===== src/rtl/global_base_delta_word_encoder_defines.svh =====
// assertion macros for the global base delta word encoder, used by its serializer
// expects clk_i and rst_ni in the scope of every use
`ifndef GLOBAL_BASE_DELTA_WORD_ENCODER_DEFINES_SVH
`define GLOBAL_BASE_DELTA_WORD_ENCODER_DEFINES_SVH

// clocked check, off while in reset
`define GBDWE_ASSERT(name, prop, msg) \
  name: assert property (@(posedge clk_i) disable iff (!rst_ni) (prop)) else $error(msg);

// implication form built on the plain check
`define GBDWE_ASSERT_IMPL(name, ante, cons, msg) \
  `GBDWE_ASSERT(name, (ante) |-> (cons), msg)

// next-cycle implication form
`define GBDWE_ASSERT_NEXT(name, ante, cons, msg) \
  `GBDWE_ASSERT(name, (ante) |=> (cons), msg)

`endif


===== src/rtl/gbdwe_pkg.sv =====
// shared types and constants for the global base delta word encoder
// no dependencies
`timescale 1ns / 1ps
`default_nettype none

package gbdwe_pkg;

  localparam int WORD_W        = 64;
  localparam int BYTE_W        = 8;
  localparam int VARINT_SHIFT  = 7;
  localparam int BASE_REGS     = 2;
  localparam int NUM_BASES_DEF = 2;
  localparam int CODE_W        = 3;   // holds base index plus one for up to seven bases
  localparam int CNT_W         = 2;
  localparam int REG_IDX_W     = 2;

  localparam logic [BYTE_W-1:0] VARINT_MORE = 8'h80;
  localparam logic [BYTE_W-1:0] VARINT_MASK = 8'h7F;

  localparam logic [REG_IDX_W-1:0] REG_BASE_COUNT = 2'd0;
  localparam logic [REG_IDX_W-1:0] REG_BASE_0     = 2'd1;

  // word handed from the base select pipeline to the byte serializer
  typedef struct packed {
    logic [WORD_W-1:0] val;
    logic [CODE_W-1:0] code;
    logic              fin;
  } enc_t;

endpackage

`default_nettype wire


===== src/rtl/global_base_delta_word_encoder.sv =====
// Global base delta word encoder. Each 64-bit word is compared against the enabled
// bases; the base giving the smallest strictly smaller difference wins, ties keep the
// lower index. The word leaves as a byte stream: one index byte (base index plus one,
// or 0 for none), then the difference or raw word as a little-endian base-128 varint.
// A word leaves as one index byte plus one value byte per 7 significant bits of the
// value from the byte-wide serializer, which can take the next word while it
// emits the last byte of the current one. Base selection runs as a pipeline of one
// subtract stage plus one compare stage per base register (three stages for two bases);
// it takes words back to back until it and the serializer's holding register are full.
// The first byte of a word passes through every pipeline stage, then the serializer's
// holding register and its byte output register before it is valid.
// Configuration: index 0 base_count, index 1 base_0, index 2 base_1; writes to other
// indexes are ignored.
// depends on gbdwe_pkg and gbdwe_ser
`timescale 1ns / 1ps
`default_nettype none

module global_base_delta_word_encoder
  import gbdwe_pkg::*;
#(
  parameter int NUM_BASES = NUM_BASES_DEF
) (
  input  wire logic                 clk_i,
  input  wire logic                 rst_ni,
  input  wire logic                 cfg_we_i,
  input  wire logic [REG_IDX_W-1:0] cfg_idx_i,
  input  wire logic [WORD_W-1:0]    cfg_data_i,
  input  wire logic                 s_axis_tvalid_i,
  output logic                      s_axis_tready_o,
  input  wire logic [WORD_W-1:0]    s_axis_tdata_i,   // word
  input  wire logic                 s_axis_tlast_i,   // final_word
  output logic                      m_axis_tvalid_o,
  input  wire logic                 m_axis_tready_i,
  output logic [BYTE_W-1:0]         m_axis_tdata_o,   // out_byte
  output logic                      m_axis_tlast_o,   // last_byte
  output logic [1:0]                m_axis_tuser_o    // delta_part, block_end
);

  // bases past the register set are not built and can never win
  localparam int NREAL = (NUM_BASES < BASE_REGS) ? NUM_BASES : BASE_REGS;

  typedef struct packed {
    logic [WORD_W-1:0]             best;
    logic [CODE_W-1:0]             code;
    logic                          fin;
    logic [NREAL-1:0]              ok;
    logic [NREAL-1:0][WORD_W-1:0]  diff;
  } stg_t;

  logic [CNT_W-1:0]  base_count_q;
  logic [WORD_W-1:0] base_q [NREAL];

  stg_t             stg_q [NREAL+1];
  stg_t             stg_d [NREAL+1];
  logic [NREAL:0]   vld_q;
  logic [NREAL+1:0] rdy;
  logic             ser_ready;
  enc_t             enc;

  // configuration registers
  always_ff @(posedge clk_i or negedge rst_ni) begin
    if (!rst_ni) begin
      base_count_q <= '0;
    end else if (cfg_we_i && cfg_idx_i == REG_BASE_COUNT) begin
      base_count_q <= cfg_data_i[CNT_W-1:0];
    end
  end

  for (genvar k = 0; k < NREAL; k++) begin : g_base
    always_ff @(posedge clk_i or negedge rst_ni) begin
      if (!rst_ni) begin
        base_q[k] <= '0;
      end else if (cfg_we_i && cfg_idx_i == REG_BASE_0 + REG_IDX_W'(k)) begin
        base_q[k] <= cfg_data_i;
      end
    end
  end

  // stage 0: differences and fit flags for every base
  always_comb begin
    logic [WORD_W:0] sub;
    stg_d[0]      = '0;
    stg_d[0].best = s_axis_tdata_i;
    stg_d[0].code = '0;
    stg_d[0].fin  = s_axis_tlast_i;
    for (int k = 0; k < NREAL; k++) begin
      sub              = {1'b0, s_axis_tdata_i} - {1'b0, base_q[k]};
      stg_d[0].diff[k] = sub[WORD_W-1:0];
      stg_d[0].ok[k]   = !sub[WORD_W] && (base_count_q > CNT_W'(k));
    end
  end

  // stage s: compare against base s-1, strictly smaller wins
  for (genvar s = 1; s <= NREAL; s++) begin : g_sel
    always_comb begin
      stg_d[s] = stg_q[s-1];
      if (stg_q[s-1].ok[s-1] && stg_q[s-1].diff[s-1] < stg_q[s-1].best) begin
        stg_d[s].best = stg_q[s-1].diff[s-1];
        stg_d[s].code = CODE_W'(s);
      end
    end
  end

  assign rdy[NREAL+1] = ser_ready;

  for (genvar s = 0; s <= NREAL; s++) begin : g_stage
    logic in_vld;
    if (s == 0) begin : g_first
      assign in_vld = s_axis_tvalid_i;
    end else begin : g_next
      assign in_vld = vld_q[s-1];
    end

    assign rdy[s] = !vld_q[s] || rdy[s+1];

    always_ff @(posedge clk_i or negedge rst_ni) begin
      if (!rst_ni) begin
        vld_q[s] <= 1'b0;
      end else if (rdy[s]) begin
        vld_q[s] <= in_vld;
      end
    end

    always_ff @(posedge clk_i) begin
      if (rdy[s] && in_vld) begin
        stg_q[s] <= stg_d[s];
      end
    end
  end

  assign s_axis_tready_o = rdy[0];

  assign enc.val  = stg_q[NREAL].best;
  assign enc.code = stg_q[NREAL].code;
  assign enc.fin  = stg_q[NREAL].fin;

  gbdwe_ser u_ser (
    .clk_i           (clk_i),
    .rst_ni          (rst_ni),
    .in_valid_i      (vld_q[NREAL]),
    .in_data_i       (enc),
    .in_ready_o      (ser_ready),
    .m_axis_tvalid_o (m_axis_tvalid_o),
    .m_axis_tready_i (m_axis_tready_i),
    .m_axis_tdata_o  (m_axis_tdata_o),
    .m_axis_tlast_o  (m_axis_tlast_o),
    .m_axis_tuser_o  (m_axis_tuser_o)
  );

endmodule

`default_nettype wire


===== src/rtl/gbdwe_ser.sv =====
// byte serializer: turns one encoded word into index and value varint bytes
// depends on gbdwe_pkg and global_base_delta_word_encoder_defines.svh
`timescale 1ns / 1ps
`default_nettype none

`include "global_base_delta_word_encoder_defines.svh"

module gbdwe_ser
  import gbdwe_pkg::*;
(
  input  wire logic              clk_i,
  input  wire logic              rst_ni,
  input  wire logic              in_valid_i,
  input  wire enc_t              in_data_i,
  output logic                   in_ready_o,
  output logic                   m_axis_tvalid_o,
  input  wire logic              m_axis_tready_i,
  output logic [BYTE_W-1:0]      m_axis_tdata_o,   // out_byte
  output logic                   m_axis_tlast_o,   // last_byte
  output logic [1:0]             m_axis_tuser_o    // delta_part, block_end
);

  logic              hold_vld_q;
  logic              phase_q;     // 0: index varint, 1: value varint
  logic [WORD_W-1:0] val_q;
  logic [CODE_W-1:0] code_q;
  logic              fin_q;

  logic              o_vld_q;
  logic [BYTE_W-1:0] o_byte_q;
  logic              o_part_q;
  logic              o_last_q;
  logic              o_end_q;

  logic              emit;
  logic              more;
  logic              done;
  logic [BYTE_W-1:0] byte_d;

  assign emit = hold_vld_q && (!o_vld_q || m_axis_tready_i);
  assign more = |val_q[WORD_W-1:VARINT_SHIFT];
  assign done = phase_q && !more;
  assign in_ready_o = !hold_vld_q || (emit && done);

  always_comb begin
    if (phase_q) begin
      byte_d = (val_q[BYTE_W-1:0] & VARINT_MASK) | (more ? VARINT_MORE : '0);
    end else begin
      // base index plus one is always below 128, so one byte
      byte_d = BYTE_W'(code_q);
    end
  end

  always_ff @(posedge clk_i or negedge rst_ni) begin
    if (!rst_ni) begin
      hold_vld_q <= 1'b0;
      phase_q    <= 1'b0;
    end else if (in_valid_i && in_ready_o) begin
      hold_vld_q <= 1'b1;
      phase_q    <= 1'b0;
    end else if (emit) begin
      hold_vld_q <= !done;
      phase_q    <= 1'b1;
    end
  end

  always_ff @(posedge clk_i) begin
    if (in_valid_i && in_ready_o) begin
      val_q  <= in_data_i.val;
      code_q <= in_data_i.code;
      fin_q  <= in_data_i.fin;
    end else if (emit && phase_q) begin
      val_q  <= val_q >> VARINT_SHIFT;
    end
  end

  always_ff @(posedge clk_i or negedge rst_ni) begin
    if (!rst_ni) begin
      o_vld_q <= 1'b0;
    end else if (emit) begin
      o_vld_q <= 1'b1;
    end else if (m_axis_tready_i) begin
      o_vld_q <= 1'b0;
    end
  end

  always_ff @(posedge clk_i) begin
    if (emit) begin
      o_byte_q <= byte_d;
      o_part_q <= phase_q;
      o_last_q <= done;
      o_end_q  <= done && fin_q;
    end
  end

  assign m_axis_tvalid_o = o_vld_q;
  assign m_axis_tdata_o  = o_byte_q;
  assign m_axis_tlast_o  = o_last_q;
  assign m_axis_tuser_o  = {o_end_q, o_part_q};

  `GBDWE_ASSERT_IMPL(a_last_in_value, o_vld_q && o_last_q, o_part_q, "last byte outside value varint")
  `GBDWE_ASSERT_IMPL(a_end_on_last, o_vld_q && o_end_q, o_last_q, "block end without last byte")
  `GBDWE_ASSERT_NEXT(a_index_then_value, emit && !phase_q, hold_vld_q && phase_q, "value varint lost after index byte")

endmodule

`default_nettype wire

===== config.mk =====
export PLATFORM = sky130hd
export DESIGN_NAME = global_base_delta_word_encoder
export DESIGN_NICKNAME = d
export VERILOG_FILES = /design/src/rtl/gbdwe_pkg.sv /design/src/rtl/global_base_delta_word_encoder.sv /design/src/rtl/gbdwe_ser.sv
export VERILOG_INCLUDE_DIRS = /design/src /design/src/rtl
export SDC_FILE = /design/constraint.sdc
export NUM_CORES = 1
export LEC_CHECK = 0
export BUFFER_PORTS_ARGS = -buffer_cell sky130_fd_sc_hd__buf_4
export CAP_MARGIN = 10
export CORE_ASPECT_RATIO = 2
export CORE_MARGIN = 5
export CORE_UTILIZATION = 50
export CTS_BUF_LIST = sky130_fd_sc_hd__clkbuf_8
export DETAILED_ROUTE_END_ITERATION = 10
export GPL_ROUTABILITY_DRIVEN = 0
export GPL_TIMING_DRIVEN = 1
export PLACE_DENSITY = 0.77
export SETUP_SLACK_MARGIN = 0.15
export SLEW_MARGIN = 30
export SYNTH_ARGS = -nofsm -noshare
export SYNTH_HDL_FRONTEND = slang
export SYNTH_HIERARCHICAL = 1
export SYNTH_SLANG_ARGS = --single-unit
export TNS_END_PERCENT = 50

===== constraint.sdc =====
create_clock -name clk_i -period 11.44 [get_ports clk_i]
set_input_delay 1.144 -clock clk_i [delete_from_list [all_inputs] [get_ports clk_i]]
set_output_delay 1.144 -clock clk_i [all_outputs]
set_load 0.02 [all_outputs]

==> metrics <==
max_cap viols=0; status=complete, no violations; Pleak=16.0 nW; CTS Sinks=608; Synth warnings=6; CTS resizes=0; most frequent cells in the layout=472 x edfxtp_1, 321 x inv_1, 254 x ha_1, 241 x a21oi_1, 221 x mux2_2; sequential share of the synthesized area=0.514; VDD IR max=about 0.12 mV; RSZ-0062 raised after global routing=no; gr usage total=0.213; Max clock buf depth=3; post-DR vias/cell=5.72; die width=slightly below 200 µm; CP max-delay cell=o31ai_4; Tcrit/Tclk final=0.417; Crit. End Element=register; Antenna Violating Nets Remaining=0; CP Max Fanout=49; grt ovf=0; Reg area=between 15000 and 20000 µm²; most common cell after layout, fill and taps aside=edfxtp_1; largest net degree at the start of global routing=161; H-tree depth=3; Synth cell types=81; area of the multi-input gates=15000 µm²; startpoint types=register; P&R area growth vs syn=10.8%; crit path cell chain=ha_1 -> nand4_1 -> nor4_1 -> o211ai_1 -> a21oi_1 -> a21oi_1 -> o31ai_4 -> buf_4 -> mux2_2; WP data arrival=5.22 ns; core area=~68000 µm²; IO Pins=149; cts-stage hold buffer count=0; share of layout cells above drive strength 1=0.172; CP required=11.88 ns; Final Slew Violations=0; Worst-Margin Slew=around 1.1 ns; First-pass DRT Iterations=6; clock root cell=clkbuf_8; worst skew pair latency=0.73 ns; via count=~23000; total wire length=80.3 mm; starting density of the core=0.505; Hold Crit Class=register to register; Synth Register Bits=608; EDFF count, synth=about 470; Cell Rows=135; initial antenna violation count=2; CTS clk-pin slew, worst paths=around 0.070 ns; min Tclk post-route=4.77 ns; CP max stage delay=approximately 0.86 ns; die area=74000 µm²; final hold violation count=0; Clock Skew=0.0323 ns; Final setup viols=0; f_max=~210 MHz; CTS tree=built; Detail Placement HPWL=58.8 mm; global-route wire length before repair=between 100 and 150 mm; Initial DRC Count=1441; drt drc=0; critical path's most frequent cell=a21oi_1; post-CTS setup buffers=0; TritonCTS Buffers=89; Die Y=380 µm; post-synth net total=3406; pwr dens=152 nW/µm²; vias in the first global route=24000; pre-CTS setup slack=6.38 ns; Crit Path Class=register to register; Layout fillers=5624; wire per inst=19.6 µm; Max transition margin=0.249; ys async rst share=0.224; Post-Syn Area per Cell=11.3 µm²; port bufs=148; synthesized cell area=34200 µm²; Syn Inst Count=3014; nets=approximately 3500; setup_tns=0 ns; Setup WS post-layout=roughly 6.7 ns; Synth Flop Type=edfxtp_1
[layout make-up]
type | instances | share of cell area
Antenna cell | 2 | 0.000132
Tap cell | 890 | 0.0294
Multi-Input combinational cell | 1976 | 0.395
Inverter | 302 | 0.0299
Clock inverter | 66 | 0.0121
Timing Repair Buffer | 164 | 0.0331
Clock buffer | 101 | 0.0367
Sequential cell | 608 | 0.464
[routing by layer]
| metal | part of all wire | track usage | vias up |
|---|---|---|---|
| met2 | 0.53 | 0.390 | 731 |
| met4 | 0.047 | 0.100 | 0 |
| met3 | 0.052 | 0.0372 | 208 |
| met1 | 0.37 | 0.238 | 11300 |
| met5 | 0 | 0 | - |
| li1 | - | - | 11200 |
[sequential cells by signal (all words and copies together) (netlist names), 2 cells and up]
| name | cells |
|---|---|
| u_ser/val_q | 64 |
| base_q | 128 |
| u_ser/code_q | 3 |
| base_count_q | 2 |
| stg_q | 393 |
| u_ser/m_axis_tdata_o | 8 |
| g_stage.in_vld | 2 |
[worst max-delay path: cells and delay by family (launching register included)]
kind	cells	cell delay, ns
AO/OA/AOI/OAI	4	1.59
adder cells (fa/ha/maj)	1	0.32
buffers and inverters	1	0.71
flip-flops	1	0.39
multiplexers	1	0.44
AND/OR/NAND/NOR	2	0.91
[synthesized netlist by cell type (all sizes together) (3+ instances only)]
cell | instances | area, µm²
inv | 302 | 1130
nor4b | 3 | 32.5
mux2 | 261 | 2940
nor2b | 80 | 500
nor4 | 21 | 138
a31oi | 16 | 121
nor3 | 27 | 140
ha | 254 | 3180
buf | 28 | 201
edfxtp | 472 | 14200
or2 | 4 | 25.0
o21a | 26 | 195
a21oi | 245 | 1240
and4 | 4 | 35.0
clkbuf | 100 | 377
o31ai | 11 | 96.3
xor2 | 35 | 307
a31o | 4 | 35.0
and2 | 15 | 93.8
o21ai | 96 | 480
o311ai | 4 | 35.0
o21bai | 22 | 165
nor2 | 87 | 329
or3 | 11 | 73.8
a211o | 4 | 35.0
nand3b | 3 | 22.5
o211ai | 19 | 148
a221o | 4 | 40.0
a21boi | 10 | 78.8
xnor2 | 85 | 744
a211oi | 11 | 92.6
nand4 | 67 | 419
a21o | 119 | 893
dfrtp | 136 | 3400
a221oi | 8 | 70.1
o22ai | 4 | 25.0
and3 | 69 | 432
nand2b | 23 | 144
nand3 | 134 | 671
o31a | 3 | 26.3
nand2 | 159 | 597
[metrics by stage]
stage               instance area (µm²)  hold slack [ns]  total power, mW  instances   util
CTS                               37900            0.405             5.81       4107  0.559
finish                            37900            0.414             5.78       4109  0.559
global route                      37900            0.427             6.05       4108  0.559
detailed placement                36000            0.405             3.97       3940  0.532
floorplan                         34200            0.400             3.61       3014      -
global placement                  36000            0.400             3.95       3940  0.532
[path summary, 6_finish.rpt]
check	cells after the start	start	endpoint	slack (ns)
worst max-delay path	9	stg_q[0][28]	stg_q[0][347]	6.67
worst min-delay path	0	stg_q[0][78]	stg_q[0][273]	0.41
worst max register to register	9	stg_q[0][28]	stg_q[0][347]	6.67
worst min register to register	0	stg_q[0][78]	stg_q[0][273]	0.41
max in group asynchronous	2	rst_ni	u_ser/hold_vld_q	9.83
min in group asynchronous	1	rst_ni	base_q[90]	0.45
[cell families (layout without fill, tap and decap cells)]
logic type | after synthesis | count (layout) | share of synthesized area
and+or+nand+nor | 711 | 711 | 0.108
AOI/OAI and AO/OA | 625 | 625 | 0.117
DFF | 608 | 608 | 0.514
buffers and inverters | 430 | 633 | 0.0501
muxes | 263 | 263 | 0.0866
adders and majority gates | 256 | 256 | 0.0941
xor gates and xnor gates | 120 | 120 | 0.0307
other | 1 | 3 | 0.000110
[report_power, final]
group | leakage [nW] | switching [mW] | total, mW | internal [mW]
registers | 5.89 | 0.0562 | 2.60 | 2.54
clock network | 1.03 | 0.869 | 1.82 | 0.952
logic | 9.09 | 0.790 | 1.36 | 0.565
Power figures use the tool's default switching activity.
